[config.mk]
export PLATFORM = sky130hd
export DESIGN_NAME = gpm_parser
export DESIGN_NICKNAME = d
export VERILOG_FILES = /design/src/hdl/gpm_pkg.sv /design/src/hdl/gpm_parser.sv
export SDC_FILE = /design/constraint.sdc
export NUM_CORES = 1
export LEC_CHECK = 0
export BUFFER_PORTS_ARGS = -buffer_cell sky130_fd_sc_hd__buf_2
export CAP_MARGIN = 20
export CORE_MARGIN = 4
export CORE_UTILIZATION = 48
export DETAILED_ROUTE_END_ITERATION = 10
export PLACE_DENSITY = 0.9
export SLEW_MARGIN = 40
export SYNTH_ARGS = -nofsm -noshare
export SYNTH_HDL_FRONTEND = slang
export SYNTH_SLANG_ARGS = --single-unit
[constraint.sdc]
create_clock -name i_clk -period 1.83 [get_ports i_clk]
set_input_delay 0.183 -clock i_clk [delete_from_list [all_inputs] [get_ports i_clk]]
set_output_delay 0.183 -clock i_clk [all_outputs]
set_load 0.02 [all_outputs]
[src/hdl/gpm_pkg.sv]
// shared types, codes and helpers for the glob pattern matcher
package gpm_pkg;

    localparam int IDX_W = 9;

    // token kinds
    localparam logic [1:0] K_BYTE = 2'd0;
    localparam logic [1:0] K_RST  = 2'd1;
    localparam logic [1:0] K_END  = 2'd2;

    // input commands
    localparam logic [1:0] CMD_CLEAR  = 2'd0;
    localparam logic [1:0] CMD_APPEND = 2'd1;
    localparam logic [1:0] CMD_BYTE   = 2'd2;
    localparam logic [1:0] CMD_END    = 2'd3;

    // configuration register indexes
    localparam logic REG_FOLD = 1'b0;
    localparam logic REG_EQS  = 1'b1;

    // role of one pattern byte
    localparam logic [3:0] R_NONE   = 4'd0;
    localparam logic [3:0] R_STAR   = 4'd1;
    localparam logic [3:0] R_EQ     = 4'd2;
    localparam logic [3:0] R_ANY    = 4'd3;
    localparam logic [3:0] R_LIT    = 4'd4;
    localparam logic [3:0] R_ESC    = 4'd5;
    localparam logic [3:0] R_ESCLIT = 4'd6;
    localparam logic [3:0] R_COPEN  = 4'd7;
    localparam logic [3:0] R_CARET  = 4'd8;
    localparam logic [3:0] R_MEMBER = 4'd9;
    localparam logic [3:0] R_RLO    = 4'd10;
    localparam logic [3:0] R_RDASH  = 4'd11;
    localparam logic [3:0] R_RHI    = 4'd12;
    localparam logic [3:0] R_CLOSE  = 4'd13;

    localparam logic [7:0] CH_STAR  = 8'h2A;
    localparam logic [7:0] CH_QUES  = 8'h3F;
    localparam logic [7:0] CH_LBRK  = 8'h5B;
    localparam logic [7:0] CH_CARET = 8'h5E;
    localparam logic [7:0] CH_RBRK  = 8'h5D;
    localparam logic [7:0] CH_DASH  = 8'h2D;
    localparam logic [7:0] CH_BSL   = 8'h5C;
    localparam logic [7:0] CH_EQ    = 8'h3D;

    typedef struct packed {
        logic             vld;
        logic [1:0]       kind;
        logic             wr;
        logic             fix;
        logic [IDX_W-1:0] idx;
        logic [3:0]       role;
        logic [7:0]       dat;
        logic [IDX_W-1:0] len;
        logic             bad;
        logic             res;
        logic             nact;
        logic             pend;
        logic             hit;
        logic             inv;
        logic             ge;
    } t_tok;

    function automatic logic [7:0] fold(input logic [7:0] c, input logic en);
        if (en && c >= 8'h41 && c <= 8'h5A) begin
            return c + 8'h20;
        end
        return c;
    endfunction

endpackage

[src/hdl/gpm_parser.sv]
// pattern length, class parse state and entry token builder
module gpm_parser #(
    parameter int PATTERN_BYTES = 64
) (
    input  logic          i_clk,
    input  logic          i_rst_n,
    input  logic          i_acc,
    input  logic [1:0]    i_cmd,
    input  logic [7:0]    i_byte,
    output gpm_pkg::t_tok o_tok
);
    import gpm_pkg::*;

    localparam logic [2:0] S_NORM   = 3'd0;
    localparam logic [2:0] S_ESC    = 3'd1;
    localparam logic [2:0] S_OPEN   = 3'd2;
    localparam logic [2:0] S_FIRST  = 3'd3;
    localparam logic [2:0] S_AFTER  = 3'd4;
    localparam logic [2:0] S_DASH   = 3'd5;
    localparam logic [2:0] S_MSTART = 3'd6;

    logic [IDX_W-1:0] r_len, n_len;
    logic             r_ovf, n_ovf;
    logic [2:0]       r_st, n_st;
    logic [2:0]       app_st;
    logic [3:0]       role;
    logic             fix;
    logic             full;
    logic             in_class;

    assign full     = (r_len == IDX_W'(PATTERN_BYTES));
    assign in_class = (r_st != S_NORM) && (r_st != S_ESC);

    always_comb begin
        role   = R_LIT;
        fix    = 1'b0;
        app_st = r_st;
        unique case (r_st)
            S_NORM: begin
                app_st = S_NORM;
                if (i_byte == CH_STAR) begin
                    role = R_STAR;
                end else if (i_byte == CH_EQ) begin
                    role = R_EQ;
                end else if (i_byte == CH_QUES) begin
                    role = R_ANY;
                end else if (i_byte == CH_BSL) begin
                    role   = R_ESC;
                    app_st = S_ESC;
                end else if (i_byte == CH_LBRK) begin
                    role   = R_COPEN;
                    app_st = S_OPEN;
                end
            end
            S_ESC: begin
                role   = R_ESCLIT;
                app_st = S_NORM;
            end
            S_OPEN: begin
                if (i_byte == CH_CARET) begin
                    role   = R_CARET;
                    app_st = S_FIRST;
                end else begin
                    role   = R_MEMBER;
                    app_st = S_AFTER;
                end
            end
            S_FIRST: begin
                role   = R_MEMBER;
                app_st = S_AFTER;
            end
            S_AFTER: begin
                if (i_byte == CH_RBRK) begin
                    role   = R_CLOSE;
                    app_st = S_NORM;
                end else if (i_byte == CH_DASH) begin
                    role   = R_MEMBER;
                    app_st = S_DASH;
                end else begin
                    role   = R_MEMBER;
                    app_st = S_AFTER;
                end
            end
            S_DASH: begin
                if (i_byte == CH_RBRK) begin
                    role   = R_CLOSE;
                    app_st = S_NORM;
                end else begin
                    // two bytes back become a range start and its dash
                    role   = R_RHI;
                    fix    = 1'b1;
                    app_st = S_MSTART;
                end
            end
            S_MSTART: begin
                if (i_byte == CH_RBRK) begin
                    role   = R_CLOSE;
                    app_st = S_NORM;
                end else begin
                    role   = R_MEMBER;
                    app_st = S_AFTER;
                end
            end
            default: begin
                app_st = S_NORM;
            end
        endcase
    end

    always_comb begin
        n_len = r_len;
        n_ovf = r_ovf;
        n_st  = r_st;
        o_tok = '0;
        o_tok.vld  = i_acc;
        o_tok.dat  = i_byte;
        o_tok.role = role;
        o_tok.idx  = r_len;
        o_tok.len  = r_len;
        o_tok.bad  = r_ovf | in_class;
        o_tok.nact = 1'b1;
        unique case (i_cmd)
            CMD_CLEAR: begin
                o_tok.kind = K_RST;
                o_tok.len  = '0;
                n_len = '0;
                n_ovf = 1'b0;
                n_st  = S_NORM;
            end
            CMD_APPEND: begin
                o_tok.kind = K_RST;
                if (full) begin
                    n_ovf = 1'b1;
                end else begin
                    o_tok.wr  = 1'b1;
                    o_tok.fix = fix;
                    o_tok.len = r_len + 1'b1;
                    n_len = r_len + 1'b1;
                    n_st  = app_st;
                end
            end
            CMD_BYTE: begin
                o_tok.kind = K_BYTE;
                o_tok.nact = 1'b0;
            end
            CMD_END: begin
                o_tok.kind = K_END;
            end
            default: begin
                o_tok.kind = K_END;
            end
        endcase
    end

    always_ff @(posedge i_clk) begin
        if (!i_rst_n) begin
            r_len <= '0;
            r_ovf <= 1'b0;
            r_st  <= S_NORM;
        end else if (i_acc) begin
            r_len <= n_len;
            r_ovf <= n_ovf;
            r_st  <= n_st;
        end
    end

endmodule

### Word-level counts from Yosys, hierarchy flattened

Cells that the tools add are included.

* flip-flop bits (word level): 13
* bits in latches: 0
* RAM bits: 0
* memory bits (read-only): 0
* input bits: 13
* output and inout bits: 42
* logic and storage cells: 67
* memories kept: 0

* add/sub/neg operators: 1
* multipliers: 0
* div/mod/pow operators: 0
* $lt $le $gt $ge: 0
* equal/unequal tests: 21
* shifts and indexed selects: 0
* multiplexer cells: 32
* bitwise operators: 1
* reductions and logical operators: 9

Operator list (count)
* $eq A8 B6 Y1 const B: 4
* $eq A8 B7 Y1 const B: 4
* $mux W3: 9
* $pmux W4 S6: 1
* $mux W2: 9
* $pmux W3 S6: 1
* $pmux W9 S2: 1
* $add A9 B1 Y9 const B: 1
* $eq A3 B3 Y1 const B: 3
* $eq A9 B7 Y1 const B: 1
* $mux W9: 1
* $mux W1: 7
* $eq A3 B2 Y1 const B: 2
* $pmux W2 S3: 1
* $pmux W3 S2: 1
* $reduce_and A3 Y1: 2
* $eq A2 B2 Y1 const B: 2
* $ne A2 B2 Y1 const B: 2
* $reduce_or A2 Y1: 2
* $eq A3 B1 Y1 const B: 1
* $logic_not A3 Y1: 1
* $ne A3 B1 Y1 const B: 1
* $reduce_bool A3 Y1: 1
* $eq A2 B1 Y1 const B: 1
* other kinds (5): 5

### Depth between registers and ports, before layout

Gate-level depths: netlist of run 1.

* depth in word-level cells: 9
* depth in mapped cells: 6
* gate-level depth less buffers: 6

### Worst setup path before layout of run 1

OpenSTA, ideal clock, no wires.

* kind: flip-flop to output port
* start: register r_len[0]
* end: output o_tok[37] (netlist name)
* arrival time: 2069 ps
* required time: 1647 ps
* setup slack: -422 ps
* cell stages (with the launch flop): 7
* path buffers: 0
* cell sequence: dfxtp_1 -> inv_1 -> ha_1 -> nor4bb_4 -> a21oi_4 -> inv_2 -> nor4_1

RTL lines
* start, declared: line gpm_parser.sv:22 `logic [IDX_W-1:0] r_len, n_len;`
* start signal, assigned: line gpm_parser.sv:161 `r_len <= n_len;`
* end, declared: line gpm_parser.sv:10 `output gpm_pkg::t_tok o_tok`

==> impl_metrics.py, run 1 <==
metrics = {
    "outcome": {
        "outcome": "finished, violations left",
        "violations": "setup timing",
    },
    "power": {
        "p_leak_nw": 0.814,
        "peakVddDrop_mv": 0.454,
        "finalPower_mw": 0.723,
        "powerDensity_nw_per_um2": 382,
    },
    "cells_and_area": {
        "layout_commonest_cell": "buf_2",
        "nNetsFinal": 249,
        "stdcell_count": 264,
        "drive_gt1_frac": 0.455,
        "final_cell_mix": "buf_2 (40), buf_4 (22), nand2_1 (11)",
        "num_antenna_cells": 0,
        "areaGrowthSynthToFinish_pct": 39.3,
    },
    "synth": {
        "yosys_warnings": 0,
        "synthTopCellsByArea": "dfxtp_1 (19%), buf_4 (7.7%), nor3b_1 (3.9%), nand2_1 (3.6%), nand2b_1 (3.2%)",
        "synth_compound_area_frac": 0.248,
        "postSynthCellCount": 177,
        "seq_area_frac_synth": 0.191,
        "synth.distinct_cells": 52,
        "yosys.area_share.simple": 0.379,
        "synth_top_area_share": 0.191,
        "synth-main-ff-cell": "dfxtp_1",
        "synthAdderAreaFrac": 0.0184,
        "synth_area_per_cell_sq_um": 7.68,
        "synth_enable_flop_cells": 0,
        "synth_mux_area_frac": 0.00736,
        "synth-async-reset-ratio": 0,
        "ys_seq_elements": 13,
        "synth_top_family_by_area": "simple AND/OR/NAND/NOR gates",
        "synthXorXnorAreaFrac": 0.0258,
        "synth_top_area_cell": "dfxtp_1",
        "syn_area_sq_um": 1360,
    },
    "critical_path": {
        "critPathKind": "reg -> out",
        "cp_max_fo": 5,
        "required_ps": 1650,
        "arrival_ps": 1840,
        "cp_common_cell": "buf_4",
        "crit_slowest_cell": "dfxtp_4",
        "end_kind": "output pin",
        "cp_slowest_stage_delay_ps": 370,
        "crit_chain": "inv_4 > ha_4 > nor4bb_4 > buf_4 > a21oi_4 > inv_2 > mux2i_2 > buf_4",
        "cp-start-kind": "flip-flop",
    },
    "placed_design": {
        "gp_congestion": 0.831,
        "post-dp-hpwl_um": 2550,
        "pre_cts_slack_ps": 40.8,
        "buffer_ports.inserted": 49,
        "place_inst": 243,
    },
    "floorplan": {
        "die_h_um": 61.2,
        "start_util": 0.497,
        "die_w_um": 61.2,
        "core-area_sq_um": 2730,
        "dieArea_sq_um": 3750,
        "num_rows": 19,
        "io_pins": 55,
    },
    "sta": {
        "setup_violations": 11,
        "drv_slew": 0,
        "hold_viol_final": 0,
        "max_freq_mhz": 495,
        "whs_ps": 269,
        "skew_ps": 10.3,
        "setup_ws_ps": -192,
        "period_needed_ps": 2020,
        "rsz0062_at_grt": "true",
        "fin_crit_sh": 1.10,
    },
    "global_route": {
        "antenna_found_initial": 0,
        "grt_overflow": 0,
        "grt.total_usage": 0.231,
        "grt_pass1_wl_um": 6570,
        "grt_max_degree": 17,
        "grt_pass1_vias": 1370,
    },
    "drt": {
        "viasPerCell": 6.10,
        "routed_wl_um": 4420,
        "drt-initial-drc-count": 79,
        "first_pass_iters": 4,
        "wl_per_cell_um": 16.8,
        "antenna_left": 0,
        "vias": 1610,
        "drc": 0,
    },
    "job": {
        "maxCapViolations": 0,
    },
    "cts": {
        "htreeDepth": 1,
        "clock_latency_ps": 290,
        "root_buffer": "clkbuf_4",
        "clock_sinks": 13,
        "cts_tree": "yes",
        "hold_buffers": 0,
        "numCtsBuffers": 3,
        "clk_path_buf_depth": 2,
        "clkTransAtPathRegs_ps": 90,
    },
    "min_path": {
        "hp-class": "in -> reg",
    },
}
-- what timing repair did --
| item | in CTS | in global routing |
|---|---|---|
| gates resized for setup | 29 | 20 |
| pin swaps | 11 | 10 |
| endpoints found under the setup margin | 10 | 15 |
| setup buffers | 11 | 7 |
-- Yosys cell counts (5+ instances only) --
| cell type | instances |
|---|---|
| buf_4 | 14 |
| nor2b_1 | 5 |
| o21ai_0 | 7 |
| clkbuf_1 | 6 |
| nand2_1 | 13 |
| nand2b_1 | 7 |
| inv_1 | 7 |
| a31oi_1 | 5 |
| o21ai_1 | 5 |
| dfxtp_1 | 13 |
| nor3b_1 | 7 |
| nor2_1 | 9 |
| nand3_1 | 7 |
| a21oi_1 | 6 |
-- critical path, delay by kind of cell, from the launching register on --
kind	cells	cell delay, ps
flip-flops	1	370
multiplexers	1	160
buffers and inverters	4	480
adder cells (fa/ha/maj)	1	150
AO/OA/AOI/OAI	1	250
AND/OR/NAND/NOR	1	150
-- state kept, by name (all words and copies together), names as in the netlist --
name and flops:
r_len 9, r_st 3, r_ovf 1
-- per-stage QoR --
| step | util | cell area [sq um] | setup TNS, ps |
|---|---|---|---|
| final | 0.693 | 1890 | -1100 |
| after global routing | 0.693 | 1890 | -1910 |
| after CTS | 0.652 | 1780 | -572 |
| after detailed placement | 0.578 | 1580 | 0 |
| after global placement | 0.578 | 1580 | 0 |
| after floorplan | - | 1400 | 0 |
-- layout make-up --
class / count / area, sq um
multi-input cells: 137 / 1050
well taps: 31 / 38.8
fillers: 202 / 840
inverters: 8 / 35.0
repair buffers: 71 / 467
clock buffers: 4 / 26.3
flip-flops and latches: 13 / 279
-- logic make-up after synthesis --
| family | count (synthesis) |
|---|---|
| flops | 13 |
| buf+inv | 31 |
| fa+ha+maj | 2 |
| mux | 1 |
| other cells | 1 |
| xor+xnor | 4 |
| simple gates | 78 |
| compound gates | 47 |
-- where the power goes --
part	total (mW)	switching, mW	internal (mW)	leakage (nW)
logic	0.239	0.143	0.0963	0.688
registers	0.292	0.00852	0.284	0.110
clock network	0.192	0.108	0.0848	0.0150
-- metal layers --
metal | global-route usage | up-vias | wire [um]
li1 | - | 752 | -
met1 | 0.304 | 747 | 1750
met2 | 0.378 | 95 | 2210
met3 | 0.0335 | 16 | 360
met4 | 0.0898 | 0 | 96
met5 | 0 | - | 0
-- path summary, 6_finish.rpt --
kind         slack (ps)  cells past startpoint       end     start
min                 270                      3  r_len[4]   i_rst_n
min reg2reg         560                      1     r_ovf     r_ovf
max reg2reg         -90                     10   r_st[2]  r_len[1]
max                -190                      8  o_tok[7]  r_len[1]
(Power assumes the default switching activity.)
==> run 2: changes to the inputs <==
BUFFER_PORTS_ARGS = default   (was -buffer_cell sky130_fd_sc_hd__buf_2)
CORE_UTILIZATION = 63   (was 48)
DONT_BUFFER_PORTS = 1   (was default)
REMOVE_ABC_BUFFERS = 1   (was default)
==> impl_metrics.py, run 2 (synthesized netlist as in run 1, its figures left out) <==
metrics = {
    "drt": {
        "drc": 0,
        "first_pass_iters": 4,
        "vias": 1518,
        "antenna_left": 0,
        "routed_wl_um": 4310,
        "viasPerCell": 6.87,
        "wl_per_cell_um": 19.5,
        "drt-initial-drc-count": 91,
    },
    "cells_and_area": {
        "final_util": 0.818,
        "num_antenna_cells": 0,
        "nNetsFinal": 210,
        "areaGrowthSynthToFinish_pct": 20.3,
        "drive_gt1_frac": 0.314,
        "top_register": "r_len",
        "largest_reg_flops": 9,
        "fin_area_sq_um": 1640,
        "reg.largest.list": "r_len x9, r_st x3, r_ovf x1",
        "final_cell_mix": "buf_4 (28), nand2_1 (11), nor2_1 (9)",
        "layout_commonest_cell": "buf_4",
    },
    "cts": {
        "cts_tree": "yes",
        "clkTransAtPathRegs_ps": 90,
        "htreeDepth": 1,
        "root_buffer": "clkbuf_4",
        "clock_sinks": 13,
        "numCtsBuffers": 3,
        "clock_latency_ps": 290,
        "clk_path_buf_depth": 2,
    },
    "placed_design": {
        "post-dp-hpwl_um": 2690,
        "buffer_ports.inserted": 0,
        "placed_area_sq_um": 1430,
        "pre_cts_slack_ps": 48.9,
        "gp_congestion": 0.858,
    },
    "critical_path": {
        "required_ps": 2010,
        "cp-start-kind": "flip-flop",
        "cp_max_fo": 5,
        "arrival_ps": 2180,
        "end_kind": "flip-flop",
        "r2r_end": "r_st[2]",
        "reg2reg_slack_ps": -180,
        "worst-r2r-cell-count": 9,
        "reg2reg_from": "r_len[0]",
        "critPathKind": "reg -> reg",
    },
    "floorplan": {
        "io_pins": 55,
        "num_rows": 16,
        "dieArea_sq_um": 2970,
        "start_util": 0.679,
        "die_w_um": 54.5,
        "core-area_sq_um": 2000,
        "die_h_um": 54.5,
    },
    "power": {
        "finalPower_mw": 0.626,
        "peakVddDrop_mv": 0.408,
        "powerDensity_nw_per_um2": 383,
        "p_leak_nw": 0.635,
    },
    "global_route": {
        "grt_overflow": 0,
        "grt.total_usage": 0.309,
        "grt_max_degree": 17,
        "antenna_found_initial": 0,
        "grt_pass1_vias": 1420,
        "grt_pass1_wl_um": 6630,
    },
    "sta": {
        "fin_crit_sh": 1.10,
        "setup_violations": 10,
        "skew_ps": 9.85,
        "max_freq_mhz": 498,
        "drv_slew": 0,
        "rsz0062_at_grt": "true",
        "setup_ws_ps": -177,
        "hold_viol_final": 0,
        "period_needed_ps": 2010,
        "tns_ps": -1190,
    },
    "min_path": {
        "holdPathStages": 2,
        "min_to": "r_len[3]",
        "hp-start": "i_rst_n",
        "hp-class": "in -> reg",
    },
    "job": {
        "maxCapViolations": 0,
    },
    "outcome": {
        "outcome": "finished, violations left",
        "violations": "setup timing",
    },
}
==> run 2: changes by cell type in the layout (fill, tap and decap cells not counted), sizes merged <==
cell	delta
dlygate4sd3	+1
buf	-40
==> run 2: layout make-up <==
| cell class | count | area (sq um) |
|---|---|---|
| flip-flops and latches | 13 | 275 |
| multi-input cells | 137 | 1020 |
| inverters | 8 | 30.0 |
| fillers | 123 | 365 |
| well taps | 27 | 33.8 |
| repair buffers | 32 | 254 |
| clock buffers | 4 | 26.3 |
==> run 2: worst max-delay path: stages (launching register included) <==
cell and delay [ps]:
dfxtp_4 360, inv_2 50, ha_1 140, nor4bb_4 370
a21oi_4 160, buf_6 150, buf_4 130, buf_4 140
o2111a_1 150, a22o_1 240
==> run 2: worst max-delay path by stage <==
stage,start,endpoint,slack [ps],depth (start not counted)
floorplan,r_len[0],o_tok[37],-420,6
global placement,r_len[0],o_tok[9],110,7
detailed placement,r_len[0],o_tok[9],50,7
CTS,r_len[0],o_tok[8],-100,8
global route,r_len[0],o_tok[8],-240,8
finish,r_len[0],r_st[2],-180,9
==> run 2: power by group <==
| part | switching, mW | total [mW] | internal [mW] |
|---|---|---|---|
| clock network | 0.110 | 0.195 | 0.0849 |
| registers | 0.00801 | 0.293 | 0.285 |
| logic | 0.0789 | 0.138 | 0.0589 |
==> run 2: what timing repair did <==
action                                  CTS  global route
endpoints found under the setup margin   10            15
resized for setup                        20             9
endpoints found under the hold margin     2             0
pin swaps                                 8             4
hold buffers                              1             0
buffers inserted                          9             4
==> run 2: per-layer routing <==
metal  up-vias  part of all wire  global-route usage
met5         -                 0                   0
met2       119              0.48               0.540
met1       696              0.36               0.350
met3        27              0.12              0.0736
met4         0             0.046               0.145
li1        676                 -                   -
==> run 2: stage by stage <==
stage	instances	hold WS, ps
global route	221	13.4
CTS	219	28.7
global placement	207	286
floorplan	158	283
finish	221	17.9
detailed placement	207	292
