File: src/hdl/gpm_pkg.sv
// shared types, codes and helpers for the glob pattern matcher
package gpm_pkg;

    localparam int IDX_W = 9;

    // token kinds
    localparam logic [1:0] K_BYTE = 2'd0;
    localparam logic [1:0] K_RST  = 2'd1;
    localparam logic [1:0] K_END  = 2'd2;

    // input commands
    localparam logic [1:0] CMD_CLEAR  = 2'd0;
    localparam logic [1:0] CMD_APPEND = 2'd1;
    localparam logic [1:0] CMD_BYTE   = 2'd2;
    localparam logic [1:0] CMD_END    = 2'd3;

    // configuration register indexes
    localparam logic REG_FOLD = 1'b0;
    localparam logic REG_EQS  = 1'b1;

    // role of one pattern byte
    localparam logic [3:0] R_NONE   = 4'd0;
    localparam logic [3:0] R_STAR   = 4'd1;
    localparam logic [3:0] R_EQ     = 4'd2;
    localparam logic [3:0] R_ANY    = 4'd3;
    localparam logic [3:0] R_LIT    = 4'd4;
    localparam logic [3:0] R_ESC    = 4'd5;
    localparam logic [3:0] R_ESCLIT = 4'd6;
    localparam logic [3:0] R_COPEN  = 4'd7;
    localparam logic [3:0] R_CARET  = 4'd8;
    localparam logic [3:0] R_MEMBER = 4'd9;
    localparam logic [3:0] R_RLO    = 4'd10;
    localparam logic [3:0] R_RDASH  = 4'd11;
    localparam logic [3:0] R_RHI    = 4'd12;
    localparam logic [3:0] R_CLOSE  = 4'd13;

    localparam logic [7:0] CH_STAR  = 8'h2A;
    localparam logic [7:0] CH_QUES  = 8'h3F;
    localparam logic [7:0] CH_LBRK  = 8'h5B;
    localparam logic [7:0] CH_CARET = 8'h5E;
    localparam logic [7:0] CH_RBRK  = 8'h5D;
    localparam logic [7:0] CH_DASH  = 8'h2D;
    localparam logic [7:0] CH_BSL   = 8'h5C;
    localparam logic [7:0] CH_EQ    = 8'h3D;

    typedef struct packed {
        logic             vld;
        logic [1:0]       kind;
        logic             wr;
        logic             fix;
        logic [IDX_W-1:0] idx;
        logic [3:0]       role;
        logic [7:0]       dat;
        logic [IDX_W-1:0] len;
        logic             bad;
        logic             res;
        logic             nact;
        logic             pend;
        logic             hit;
        logic             inv;
        logic             ge;
    } t_tok;

    function automatic logic [7:0] fold(input logic [7:0] c, input logic en);
        if (en && c >= 8'h41 && c <= 8'h5A) begin
            return c + 8'h20;
        end
        return c;
    endfunction

endpackage

File: src/hdl/gpm_cell.sv
// one pattern position: stored byte, role, active bit and token stage
module gpm_cell #(
    parameter int IDX = 0
) (
    input  logic          i_clk,
    input  logic          i_rst_n,
    input  logic          i_en,
    input  logic          i_fold,
    input  logic          i_eqs,
    input  gpm_pkg::t_tok i_tok,
    output gpm_pkg::t_tok o_tok
);
    import gpm_pkg::*;

    localparam logic [IDX_W:0] P0 = (IDX_W+1)'(IDX);
    localparam logic [IDX_W:0] P1 = (IDX_W+1)'(IDX + 1);
    localparam logic [IDX_W:0] P2 = (IDX_W+1)'(IDX + 2);

    logic [3:0] r_role, n_role;
    logic [7:0] r_byte, n_byte;
    logic       r_act, n_act;
    t_tok       r_tok, n_tok;
    logic       wr_here;
    logic       live;
    logic       at_end;
    logic [3:0] rk;
    logic [7:0] x;
    logic [7:0] b;

    assign wr_here = i_tok.wr && ({1'b0, i_tok.idx} == P0);
    assign live    = {1'b0, i_tok.len} > P0;
    assign at_end  = {1'b0, i_tok.len} == P0;
    assign x       = fold(i_tok.dat, i_fold);
    assign b       = fold(n_byte, i_fold);

    always_comb begin
        n_byte = wr_here ? i_tok.dat : r_byte;
        n_role = r_role;
        if (wr_here) begin
            n_role = i_tok.role;
        end else if (i_tok.fix && ({1'b0, i_tok.idx} == P2)) begin
            n_role = R_RLO;
        end else if (i_tok.fix && ({1'b0, i_tok.idx} == P1)) begin
            n_role = R_RDASH;
        end
        rk = live ? n_role : R_NONE;
        if (rk == R_EQ) begin
            rk = i_eqs ? R_STAR : R_LIT;
        end
    end

    always_comb begin
        n_tok      = i_tok;
        n_tok.nact = 1'b0;
        n_act      = i_tok.nact;
        if (i_tok.kind == K_BYTE) begin
            unique case (rk)
                R_STAR: begin
                    n_act      = i_tok.nact | r_act;
                    n_tok.nact = i_tok.nact | r_act;
                end
                R_ANY:    n_tok.nact = r_act;
                R_LIT:    n_tok.nact = r_act && (b == x);
                R_ESC:    n_tok.pend = r_act;
                R_ESCLIT: n_tok.nact = i_tok.pend && (b == x);
                R_COPEN: begin
                    n_tok.pend = r_act;
                    n_tok.hit  = 1'b0;
                    n_tok.inv  = 1'b0;
                end
                R_CARET:  n_tok.inv = 1'b1;
                R_MEMBER: n_tok.hit = i_tok.hit | (b == x);
                R_RLO:    n_tok.ge  = (b <= x);
                R_RHI:    n_tok.hit = i_tok.hit | (i_tok.ge && (x <= b));
                R_CLOSE:  n_tok.nact = i_tok.pend & (i_tok.hit ^ i_tok.inv);
                default: begin
                end
            endcase
        end else begin
            // restart: start position plus closure over stars
            n_tok.nact = (rk == R_STAR) ? i_tok.nact : 1'b0;
            if (i_tok.kind == K_END && at_end) begin
                n_tok.res = r_act;
            end
        end
    end

    always_ff @(posedge i_clk) begin
        if (!i_rst_n) begin
            r_act <= (IDX == 0);
            r_tok <= '0;
        end else if (i_en) begin
            r_tok <= n_tok;
            if (i_tok.vld) begin
                r_act <= n_act;
            end
        end
    end

    always_ff @(posedge i_clk) begin
        if (i_en && i_tok.vld) begin
            r_role <= n_role;
            r_byte <= n_byte;
        end
    end

    assign o_tok = r_tok;

endmodule

File: config.mk
export PLATFORM = sky130hd
export DESIGN_NAME = gpm_cell
export DESIGN_NICKNAME = d
export VERILOG_FILES = /design/src/hdl/gpm_pkg.sv /design/src/hdl/gpm_cell.sv
export SDC_FILE = /design/constraint.sdc
export NUM_CORES = 1
export LEC_CHECK = 0
export ABC_AREA = 1
export BUFFER_PORTS_ARGS = -buffer_cell sky130_fd_sc_hd__buf_2
export CAP_MARGIN = 20
export CORE_MARGIN = 8
export CORE_UTILIZATION = 51
export CTS_CLUSTER_DIAMETER = 150
export DETAILED_ROUTE_END_ITERATION = 16
export GPL_ROUTABILITY_DRIVEN = 0
export GPL_TIMING_DRIVEN = 0
export PLACE_DENSITY_LB_ADDON = 0.25
export REMOVE_ABC_BUFFERS = 1
export SLEW_MARGIN = 20
export SYNTH_ARGS = -nofsm -noshare
export SYNTH_HDL_FRONTEND = slang
export SYNTH_SLANG_ARGS = --single-unit
File: constraint.sdc
create_clock -name i_clk -period 3.9 [get_ports i_clk]
set_input_delay 0.585 -clock i_clk [delete_from_list [all_inputs] [get_ports i_clk]]
set_output_delay 0.585 -clock i_clk [all_outputs]
set_load 0.005 [all_outputs]
* Word level (Yosys, flattened, before mapping)
Index checks and enable logic that the tools add are counted.
** Operators by class
- Div/mod/pow operators :: 0
- Bitwise operators :: 5
- Multiply operators :: 0
- Equality and inequality tests :: 16
- Shift-type cells :: 0
- Add/sub/neg operators :: 2
- Mux-type cells :: 25
- Reductions and logical operators :: 17
- $lt $le $gt $ge :: 7
** Operator list (number)
- $mux 8 :: 5
- $mux 4 :: 6
- $eq 4x4->1 const B :: 5
- $logic_not 9->1 :: 2
- $add 8x6->8 const B :: 2
- $eq 4x3->1 const B :: 4
- $ge 8x7->1 const B :: 2
- $le 8x7->1 const B :: 2
- $le 8x8->1 :: 2
- $logic_and 1x1->1 :: 12
- $mux 1 :: 10
- $eq 9x1->1 const B :: 1
- $eq 9x2->1 const B :: 1
- $gt 9x1->1 const B :: 1
- $eq 4x2->1 const B :: 2
- $eq 8x8->1 :: 1
- $pmux 1 s5 :: 1
- $eq 4x1->1 const B :: 1
- $mux 3 :: 1
- $or 1x1->1 :: 3
- $pmux 1 s3 :: 1
- $eq 2x2->1 const B :: 1
- $logic_not 2->1 :: 1
- $pmux 1 s2 :: 1
- 4 further kinds :: 4
** Word-level totals
- Bits in latches :: 0
- Memory bits (read-only) :: 0
- Word-level logic and storage cells :: 90
- Memories :: 0
- Bits in registers :: 55
- Memory bits (writable) :: 0

* Longest topological paths before layout
Gate-level depths: netlist of run 1.
- Word-level depth :: 13
- Gate-level depth with buffers :: 25

* Worst setup path before layout of run 1
Ideal clock, no wire load.
- Kind :: input to register
- Start point :: in i_tok[29] (netlist bit)
- End point :: reg r_tok (netlist bit o_tok[4])
- Cell stages on the path :: 22
- Slack :: 0.777 ns
- Buffers on the path :: 1
- Arrival time :: 3.053 ns
- Path through :: nor2_1 > nand2_2 > inv_2 > nand3_4 > clkbuf_1 > o21ai_0 > nand2_1 > nor3_1 > nand3_1 > inv_1 > a21oi_1 > ha_1 > nand2_1 > inv_1 > nand3_1 > nor3_1 > inv_1 > nor3_2 > nand3_1 > nand2_1 > nand2_1 > a21oi_1
** Between the ends
- Cells in the longest elaborated chain, start to end :: 12
** RTL lines
- from (decl) :: line gpm_cell.sv:10 : input gpm_pkg::t_tok i_tok,
- $logic_not 9->1 * :: line gpm_cell.sv:30 : assign wr_here = i_tok.wr && ({1'b0, i_tok.idx} == P0);
- $logic_and 1x1->1 * :: line gpm_cell.sv:30
- $mux 8 * :: line gpm_cell.sv:37 : n_byte = wr_here ? i_tok.dat : r_byte;
- net n_byte[6] :: line gpm_cell.sv:20 : logic [7:0] r_byte, n_byte;
- $ge 8x7->1 :: line gpm_pkg.sv:65 : if (en && c >= 8'h41 && c <= 8'h5A) begin
- $logic_and 1x1->1 (2 in series) :: line gpm_pkg.sv:65
- $mux 1 :: line gpm_pkg.sv:65
- $mux 8 * :: line gpm_pkg.sv:68 : return c;
- $eq 8x8->1 * :: line gpm_cell.sv:63, gpm_cell.sv:65
- $logic_and 1x1->1 (on tied branches) :: line gpm_cell.sv:65, gpm_cell.sv:63
- $pmux 1 s5 * :: line gpm_cell.sv:57 : unique case (rk)
- $mux 1 * :: line gpm_cell.sv:56 : if (i_tok.kind == K_BYTE) begin
- to (signal assigned) :: line gpm_cell.sv:93 : r_tok <= n_tok;
- to (decl) :: line gpm_cell.sv:22 : t_tok r_tok, n_tok;
Mark *: on every way through the listed nets, which the timed path passes. The rest lies on a longest branch. The select of a mux whose other input is x is not followed.
A chain may end at the register's enable or synchronous reset.

* Worst setup path in the final report of run 1
- Start point :: in i_tok[33] (netlist bit)
- End point :: reg r_tok (netlist bit o_tok[4])
Same word-level chain as after synthesis.

==> results of run 1 <==
-- synthesized netlist by cell type, drive strengths merged --
master	instances	area share [%]
o211ai	4	1.0
or2	1	0.21
edfxtp	12	12
ha	10	4.3
o221ai	1	0.30
nand3	19	4.9
nor2	80	13
a21boi	1	0.26
nand4	4	0.86
inv	45	5.8
o21a	1	0.26
a21oi	29	5.6
nor3	8	1.5
clkbuf	14	1.8
o22ai	1	0.21
nand2	57	8.9
o2111ai	1	0.30
o21bai	1	0.26
dfxtp	43	29
a31oi	1	0.21
o21ai	51	9.0
-- through the flow --
| step | cell area, um^2 | instances | setup WS (ns) | util, % |
|---|---|---|---|---|
| floorplan | 2870 | 370 | 0.909 | - |
| global placement | 3400 | 530 | 0.329 | 61.8 |
| detailed placement | 3400 | 530 | 0.247 | 61.8 |
| CTS | 3510 | 538 | 0.554 | 63.7 |
| global route | 3510 | 538 | 0.131 | 63.7 |
| finish | 3510 | 538 | 0.520 | 63.7 |
-- routing by layer --
| layer | wire length, um | global-route usage (%) |
|---|---|---|
| met5 | 0 | 0 |
| met3 | 661 | 6.11 |
| met1 | 3150 | 19.4 |
| met2 | 3370 | 30.7 |
| met4 | 60 | 4.70 |
-- path summary, 6_finish.rpt --
check,startpoint,end,slack (ns),cells after the start
worst max-delay path,i_tok[33],o_tok[4]$_SDFFE_PN0P_,0.52,22
worst min-delay path,o_tok[3]$_SDFFE_PN0P_,o_tok[3]$_SDFFE_PN0P_,0.47,2
worst max register to register,r_byte[5]$_DFFE_PP_,o_tok[4]$_SDFFE_PN0P_,1.26,19
worst min register to register,o_tok[3]$_SDFFE_PN0P_,o_tok[3]$_SDFFE_PN0P_,0.47,2
-- power by group through the flow --
stage	combinational (mW)	clock, mW	sequential (mW)
5_1_grt	0.219	0.408	0.634
4_1_cts	0.194	0.392	0.629
3_5_place_dp	0.192	0	0.642
2_1_floorplan	0.0950	0	0.645
3_3_place_gp	0.188	0	0.640
6_report	0.191	0.375	0.629
-- sequential cells by signal, summed over array words and instances, names as in the netlist --
| signal | flops |
|---|---|
| o_tok | 42 |
| r_byte | 8 |
| r_role | 4 |
| r_act | 1 |
-- cell families (layout without fill, tap and decap cells) --
family / after synthesis / after routing / synth area share (%)
simple gates: 169 / 169 / 28.9
compound gates: 91 / 91 / 17.4
buf+inv: 59 / 141 / 7.58
flops: 55 / 55 / 41.8
fa+ha+maj: 10 / 10 / 4.28
-- worst max-delay path, stage by stage --
cell and delay [ns]:
sky130_fd_sc_hd__buf_2 0.11, sky130_fd_sc_hd__nor2_2 0.18, sky130_fd_sc_hd__nand2_1 0.11, sky130_fd_sc_hd__inv_2 0.11
sky130_fd_sc_hd__nand3_4 0.16, sky130_fd_sc_hd__o21ai_0 0.39, sky130_fd_sc_hd__nand2_1 0.11, sky130_fd_sc_hd__nor3_1 0.18
sky130_fd_sc_hd__nand3_1 0.13, sky130_fd_sc_hd__inv_1 0.08, sky130_fd_sc_hd__a21oi_1 0.06, sky130_fd_sc_hd__ha_1 0.31
sky130_fd_sc_hd__nand2_1 0.07, sky130_fd_sc_hd__inv_1 0.05, sky130_fd_sc_hd__nand3_1 0.10, sky130_fd_sc_hd__nor3_1 0.24
sky130_fd_sc_hd__inv_1 0.13, sky130_fd_sc_hd__nor3_2 0.19, sky130_fd_sc_hd__nand3_1 0.08, sky130_fd_sc_hd__nand2_1 0.07
sky130_fd_sc_hd__nand2_1 0.05, sky130_fd_sc_hd__a21oi_1 0.12
-- area by class of cell --
| class | instances | area, um^2 |
|---|---|---|
| clock buffer | 6 | 72.6 |
| sequential | 55 | 1220 |
| inverter | 45 | 169 |
| multi-input combinational | 270 | 1480 |
| clock inverter | 2 | 36.3 |
| fill | 516 | 2000 |
| timing repair buffer | 88 | 440 |
| tap | 72 | 90.1 |
==> flow_summary.ini, run 1 <==
[floorplan]
die-area_um2 = 8410
initial_core_util_pct = 53.1
floorplan.core_area_um2 = 5510
placement_rows = 27
die_width_um = 91.7
boundaryPins = 89
die_h_um = 91.7

[min_path]
hold_path_class = reg2reg

[clocking]
cts_repair_resize_count = 0
clk_pin_slew_worst_paths_ns = 0.09
clock_tree_sinks = 55
ctsHtreeMaxLevel = 2
numCtsBuffers = 5
tritoncts_clock_tree = yes
cts-hold-fix-buffers = 0
setup_fix_buffers_added_after_clock_tree_synthesis = 0
worstSkewPairLatency_ns = 0.31
clock_tree.buffer_depth = 2
cts-root-buf = sky130_fd_sc_hd__clkbuf_8

[routing]
detail_route.first_pass.iterations = 4
drt_wl_total_um = 7240
drt_drc_violations_left = 0
detail-route-antenna-nets = 0
post_drt_via_cell_ratio = 5.12
drtIter0Drc = 125
detailroute.via_count = 2752
routedWlPerCell_um = 13.5

[critical_path]
critPathRequiredTime_ns = 4.14
crit_path_max_fanout = 12
timing.critical_path.from_type = primary input
crit_arrival_ns = 3.62
crit_path_end_kind = register
critPathKind = in2reg

[layout]
antennaDiodeCount = 0
nNetsFinal = 522
area_delta_synth_final_pct = 20.1
final_cell_mix = sky130_fd_sc_hd__buf_2 (88), sky130_fd_sc_hd__nor2_1 (65), sky130_fd_sc_hd__nand2_1 (49), sky130_fd_sc_hd__o21ai_0 (46), sky130_fd_sc_hd__dfxtp_1 (43)
mostFrequentLayoutCell = sky130_fd_sc_hd__buf_2
layout-drive-gt1-share_pct = 28.8

[logic_synthesis]
synthesis.area_um2 = 2920
synth_seq_cells = 55
post_synthesis_mean_instance_area_um2 = 7.61
number_of_distinct_library_cell_variants_in_the_gate_level_netlist_after_synthesis = 33
synth_seq_area_share_pct = 41.8
synth-warning-count = 0
netlist_instances = 384

[timing]
unrepaired_setup_endpoints_after_global_routing = no
timing.hold.ws_ns = 0.473
finalSetupViolations = 0
finalWorstPathRequiredPeriod_ns = 3.38
timing.slew.headroom_pct = 33.2
max_freq_mhz = 296
fin_crit_sh_pct = 86.7
timing.clock.skew_ns = 0.00827
fin_setup_tns_ns = 0
hold_violations = 0
timing_worst_slew_pin_value_ns = 1.00
number_of_slew_limit_violations_in_the_final_report = 0

[pwr]
power.share.sequential_pct = 52.7
power_mw = 1.20
clock_power_share_pct = 31.3
leak_nw = 1.71
power.internal_mw = 0.884
power_switching_share_pct = 26.0
ir_worst_vdd_uv = 238
power_frac_comb_pct = 16.0
pwr_density_cell_nw_per_um2 = 341
netSwitchingPower_mw = 0.311

[grt]
grt_first_pass_wirelength_um = 12500
grt_max_degree = 56
grt_overflow = 0
grt_antenna_before_repair = 0
grt_pass1_vias = 2834
groute.usage.overall_pct = 17.4

[place]
portBuffers = 88
hpwl_um = 5410

[outcome]
outcome = complete, no violations

[job]
reported_max_cap_violation_count = 0
Power figures use the tool's default switching activity.
==> run 2, diff against run 1 <==
- CORE_MARGIN: 8 -> 2
==> flow_summary.ini, run 2 (synthesis results as in run 1) <==
[timing]
timing.hold.ws_ns = 0.469
number_of_slew_limit_violations_in_the_final_report = 0
timing_worst_slew_pin_value_ns = 1.04
fin_setup_tns_ns = 0
max_freq_mhz = 299
setup_ws_ns = 0.558
unrepaired_setup_endpoints_after_global_routing = no
finalSetupViolations = 0
hold_violations = 0
timing.slew.headroom_pct = 30.7
fin_crit_sh_pct = 85.7
timing.clock.skew_ns = 0.00517
finalWorstPathRequiredPeriod_ns = 3.34

[clocking]
cts_repair_resize_count = 0
setup_fix_buffers_added_after_clock_tree_synthesis = 0
ctsHtreeMaxLevel = 2
cts-root-buf = sky130_fd_sc_hd__clkbuf_8
tritoncts_clock_tree = yes
clk_pin_slew_worst_paths_ns = 0.10
numCtsBuffers = 5
worstSkewPairLatency_ns = 0.30
clock_tree.buffer_depth = 2
clock_tree_sinks = 55
cts-hold-fix-buffers = 0

[routing]
detailroute.via_count = 2800
drt_wl_total_um = 6930
detail-route-antenna-nets = 0
detail_route.first_pass.iterations = 4
drt_drc_violations_left = 0
routedWlPerCell_um = 12.9
post_drt_via_cell_ratio = 5.20
drtIter0Drc = 206

[layout]
antennaDiodeCount = 0
mostFrequentLayoutCell = sky130_fd_sc_hd__buf_2
area_delta_synth_final_pct = 20.5
largest_register_ff_count = 42
nNetsFinal = 522
fin_area_um2 = 3520
post-route-util_pct = 64.0
final_cell_mix = sky130_fd_sc_hd__buf_2 (88), sky130_fd_sc_hd__nor2_1 (65), sky130_fd_sc_hd__nand2_1 (49), sky130_fd_sc_hd__o21ai_0 (46), sky130_fd_sc_hd__dfxtp_1 (43)
layout-drive-gt1-share_pct = 28.8

[critical_path]
timing.critical_path.cells = buf_2 > nor2_1 > nand2_2 > inv_2 > nand3_4 > o21ai_0 > nand2_1 > nor3_1 > nand3_1 > inv_1 > a21oi_1 > ha_1 > nand2_1 > inv_1 > nand3_1 > nor3_1 > inv_1 > nor3_2 > nand3_1 > nand2_1 > nand2_1 > a21oi_1
crit_path_max_fanout = 12
critical_path.max_stage_delay_ns = 0.38
reg2regPathDepth = 19
critPathMostFrequentCell = sky130_fd_sc_hd__nand2_1
timing.critical_path.from_type = primary input
rr_endpoint = o_tok[4]$_SDFFE_PN0P_
cp.buffers_inverters = 5
cp-startpoint = i_tok[29]
crit_arrival_ns = 3.58
crit_path_end_kind = register
critical-path-top-delay-family = simple AND/OR/NAND/NOR gates
critPathKind = in2reg
r2r-start = r_byte[5]$_DFFE_PP_
reg2reg_slack_ns = 1.28
cp_slowest_cell = sky130_fd_sc_hd__o21ai_0
critPathRequiredTime_ns = 4.14

[grt]
grt_pass1_vias = 2760
grt_max_degree = 56
grt_antenna_before_repair = 0
grt_first_pass_wirelength_um = 11800
grt_overflow = 0
groute.usage.overall_pct = 23.1

[outcome]
outcome = complete, no violations

[place]
post_dp_cell_area_um2 = 3400
pre_cts_ws_ns = 0.241
hpwl_um = 5070
portBuffers = 88

[floorplan]
die_h_um = 79.7
initial_core_util_pct = 53.1
boundaryPins = 89
die_width_um = 79.7
floorplan.core_area_um2 = 5510
die-area_um2 = 6350
placement_rows = 27

[pwr]
ir_worst_vdd_uv = 211
leak_nw = 1.72
pwr_density_cell_nw_per_um2 = 345

[min_path]
min-delay-start = o_tok[41]$_SDFFE_PN0P_
hold_path_class = reg2reg
min_to = o_tok[41]$_SDFFE_PN0P_
timing.hold.worst_path_depth = 2

[job]
reported_max_cap_violation_count = 0
[run 2: cell types whose count changed in the layout (fill, tap and decap cells not counted)]
cell and delta:
sky130_fd_sc_hd__inv_4 -1, sky130_fd_sc_hd__clkbuf_16 +2, sky130_fd_sc_hd__bufinv_16 -1
[run 2: where the power goes]
| part | total (mW) | internal, mW | leakage [nW] | switching (mW) |
|---|---|---|---|---|
| Sequential | 0.630 | 0.616 | 0.470 | 0.0145 |
| Clock | 0.394 | 0.205 | 0.0618 | 0.189 |
| Combinational | 0.191 | 0.0764 | 1.19 | 0.115 |
| Total | 1.22 | 0.897 | 1.72 | 0.318 |
[run 2: stage by stage]
stage / std cells / total power, mW
finish: 538 / 1.22
global route: 538 / 1.27
CTS: 538 / 1.23
detailed placement: 530 / 0.834
global placement: 530 / 0.826
floorplan: 370 / 0.740
[run 2: cell type report]
type / instances / area [um^2]
tap: 72 / 90.1
fill: 483 / 1980
inverter: 45 / 169
multi-input combinational: 270 / 1480
clock buffer: 8 / 123
sequential: 55 / 1220
timing repair buffer: 88 / 440
[run 2: worst register-to-register path, cell delays in order, from the launching register on]
cell and delay [ns]:
sky130_fd_sc_hd__edfxtp_1 0.37, sky130_fd_sc_hd__inv_1 0.06, sky130_fd_sc_hd__nand2_1 0.04, sky130_fd_sc_hd__o21ai_0 0.15, sky130_fd_sc_hd__inv_1 0.12, sky130_fd_sc_hd__nor3_1 0.15, sky130_fd_sc_hd__nand3_1 0.14, sky130_fd_sc_hd__inv_1 0.07
sky130_fd_sc_hd__a21oi_1 0.06, sky130_fd_sc_hd__ha_1 0.31, sky130_fd_sc_hd__nand2_1 0.08, sky130_fd_sc_hd__inv_1 0.06, sky130_fd_sc_hd__nand3_1 0.08, sky130_fd_sc_hd__nor3_1 0.19, sky130_fd_sc_hd__inv_1 0.13, sky130_fd_sc_hd__nor3_2 0.19
sky130_fd_sc_hd__nand3_1 0.10, sky130_fd_sc_hd__nand2_1 0.08, sky130_fd_sc_hd__nand2_1 0.05, sky130_fd_sc_hd__a21oi_1 0.13
[run 2: worst max-delay path by stage]
stage | depth (start not counted) | slack, ns | endpoint
final | 22 | 0.56 | o_tok[4]$_SDFFE_PN0P_
after global routing | 22 | 0.19 | o_tok[4]$_SDFFE_PN0P_
after CTS | 22 | 0.57 | o_tok[4]$_SDFFE_PN0P_
after detailed placement | 22 | 0.24 | o_tok[4]$_SDFFE_PN0P_
after global placement | 22 | 0.36 | o_tok[4]$_SDFFE_PN0P_
after floorplan | 21 | 0.91 | o_tok[4]$_SDFFE_PN0P_
[run 2: metal layers]
metal | track usage, % | wire length, um | vias to the layer above
met5 | 0 | 0 | -
met3 | 5.20 | 385 | 4
met1 | 28.3 | 3150 | 1290
met2 | 40.2 | 3340 | 78
li1 | - | - | 1428
met4 | 6.90 | 51 | 0
==> run 3, diff against run 2 <==
--- a/config.mk
+++ b/config.mk
@@ -10,5 +10,5 @@
 export CAP_MARGIN = 20
 export CORE_MARGIN = 2
-export CORE_UTILIZATION = 51
+export CORE_UTILIZATION = 49
 export CTS_CLUSTER_DIAMETER = 150
 export DETAILED_ROUTE_END_ITERATION = 16
==> constraint.sdc (replaced) <==
create_clock -name i_clk -period 3.9 [get_ports i_clk]
set_input_delay 0.78 -clock i_clk [delete_from_list [all_inputs] [get_ports i_clk]]
set_output_delay 0.78 -clock i_clk [all_outputs]
set_load 0.005 [all_outputs]
==> flow_summary.ini, run 3 (synthesis results as in run 1) <==
[clocking]
numCtsBuffers = 5
cts-root-buf = sky130_fd_sc_hd__clkbuf_8
worstSkewPairLatency_ns = 0.31
clk_pin_slew_worst_paths_ns = 0.09
clock_tree_sinks = 55
clock_tree.buffer_depth = 2
ctsHtreeMaxLevel = 2
tritoncts_clock_tree = yes
setup_fix_buffers_added_after_clock_tree_synthesis = 0

[layout]
area_delta_synth_final_pct = 19.5
layout-drive-gt1-share_pct = 29.0
fin_area_um2 = 3490
largest_register_ff_count = 42
final_cell_mix = sky130_fd_sc_hd__buf_2 (88), sky130_fd_sc_hd__nor2_1 (65), sky130_fd_sc_hd__nand2_1 (49), sky130_fd_sc_hd__o21ai_0 (45), sky130_fd_sc_hd__dfxtp_1 (43)
post-route-util_pct = 59.7
antennaDiodeCount = 0
mostFrequentLayoutCell = sky130_fd_sc_hd__buf_2
nNetsFinal = 522

[grt]
grt_max_degree = 56
grt_overflow = 0
grt_first_pass_wirelength_um = 11100
grt_antenna_before_repair = 0
groute.usage.overall_pct = 21.4
grt_pass1_vias = 2535

[critical_path]
crit_arrival_ns = 3.65
cp-startpoint = i_tok[29]
crit_path_end_kind = register
crit_path_max_fanout = 12
critPathCapture = o_tok[4]$_SDFFE_PN0P_
r2r-start = r_byte[5]$_DFFE_PP_
reg2regPathDepth = 19
timing.critical_path.from_type = primary input
critPathRequiredTime_ns = 4.14
reg2reg_slack_ns = 1.34
critPathKind = in2reg
rr_endpoint = o_tok[4]$_SDFFE_PN0P_

[routing]
drt_wl_total_um = 6750
detailroute.via_count = 2745
post_drt_via_cell_ratio = 5.07
drtIter0Drc = 119
routedWlPerCell_um = 12.5
detail_route.first_pass.iterations = 4
drt_drc_violations_left = 0
detail-route-antenna-nets = 0

[timing]
timing.slew.headroom_pct = 31.8
fin_crit_sh_pct = 87.4
unrepaired_setup_endpoints_after_global_routing = no
finalWorstPathRequiredPeriod_ns = 3.41
setup_ws_ns = 0.491
max_freq_mhz = 293
fin_setup_tns_ns = 0
number_of_slew_limit_violations_in_the_final_report = 0
timing_worst_slew_pin_value_ns = 1.02
hold_violations = 0
timing.clock.skew_ns = 0.0104
finalSetupViolations = 0

[job]
reported_max_cap_violation_count = 0

[floorplan]
die_h_um = 81.2
die-area_um2 = 6600
initial_core_util_pct = 50.0
placement_rows = 28
die_width_um = 81.2
boundaryPins = 89
floorplan.core_area_um2 = 5850

[pwr]
leak_nw = 1.71
ir_worst_vdd_uv = 191
pwr_density_cell_nw_per_um2 = 326

[place]
portBuffers = 88
hpwl_um = 4920
post_dp_cell_area_um2 = 3400
pre_cts_ws_ns = 0.0746

[outcome]
outcome = complete, no violations

[min_path]
hold_path_class = reg2reg
[run 3: how the worst min path moves through the flow]
stage / from / to / depth (start not counted)
floorplan: o_tok[41]$_SDFFE_PN0P_ / o_tok[41]$_SDFFE_PN0P_ / 2
CTS: o_tok[3]$_SDFFE_PN0P_ / o_tok[3]$_SDFFE_PN0P_ / 2
global placement: o_tok[5]$_SDFFE_PN0P_ / o_tok[5]$_SDFFE_PN0P_ / 2
finish: o_tok[3]$_SDFFE_PN0P_ / o_tok[3]$_SDFFE_PN0P_ / 2
detailed placement: o_tok[3]$_SDFFE_PN0P_ / o_tok[3]$_SDFFE_PN0P_ / 2
global route: o_tok[0]$_SDFFE_PN0P_ / o_tok[0]$_SDFFE_PN0P_ / 2
[run 3: report_power, final]
part	internal [mW]	switching (mW)
clock network	0.127	0.193
logic	0.0763	0.113
registers	0.616	0.0140
[run 3: area by class of cell]
cell class,count,area (um^2)
repair buffers,88,440
clock inverters,3,18.8
fillers,576,2360
well taps,75,93.8
inverters,45,169
multi-input cells,270,1480
clock buffers,5,68.8
flip-flops and latches,55,1220
[run 3: metrics by stage]
stage / hold WS, ns / instances / power, mW
after floorplan: 0.458 / 370 / 0.740
after global placement: 0.454 / 533 / 0.826
after detailed placement: 0.456 / 533 / 0.832
after CTS: 0.471 / 541 / 1.15
after global routing: 0.499 / 541 / 1.20
final: 0.469 / 541 / 1.14
[run 3: layer usage]
layer,global-route usage [%],up-vias,share of wire (%)
li1,-,1425,-
met1,27.6,1255,48
met2,36.3,58,47
met3,4.11,7,4.1
met4,6.61,0,1.2
met5,0,-,0
[run 3: critical path, cell delays in order]
cell                      delay, ns
sky130_fd_sc_hd__buf_2         0.11
sky130_fd_sc_hd__nor2_1        0.18
sky130_fd_sc_hd__nand2_2       0.14
sky130_fd_sc_hd__inv_2         0.09
sky130_fd_sc_hd__nand3_4       0.15
sky130_fd_sc_hd__o21ai_1       0.29
sky130_fd_sc_hd__nand2_1       0.08
sky130_fd_sc_hd__nor3_1        0.18
sky130_fd_sc_hd__nand3_1       0.13
sky130_fd_sc_hd__inv_1         0.07
sky130_fd_sc_hd__a21oi_1       0.06
sky130_fd_sc_hd__ha_1          0.30
sky130_fd_sc_hd__nand2_1       0.07
sky130_fd_sc_hd__inv_1         0.06
sky130_fd_sc_hd__nand3_1       0.07
sky130_fd_sc_hd__nor3_1        0.21
sky130_fd_sc_hd__inv_1         0.13
sky130_fd_sc_hd__nor3_2        0.18
sky130_fd_sc_hd__nand3_1       0.10
sky130_fd_sc_hd__nand2_1       0.08
sky130_fd_sc_hd__nand2_1       0.05
sky130_fd_sc_hd__a21oi_1       0.12
[run 3: timing repair]
action / in CTS / in global routing
resized for setup: 0 / 1
setup endpoints to repair: 0 / 1
hold buffers: 0 / 0
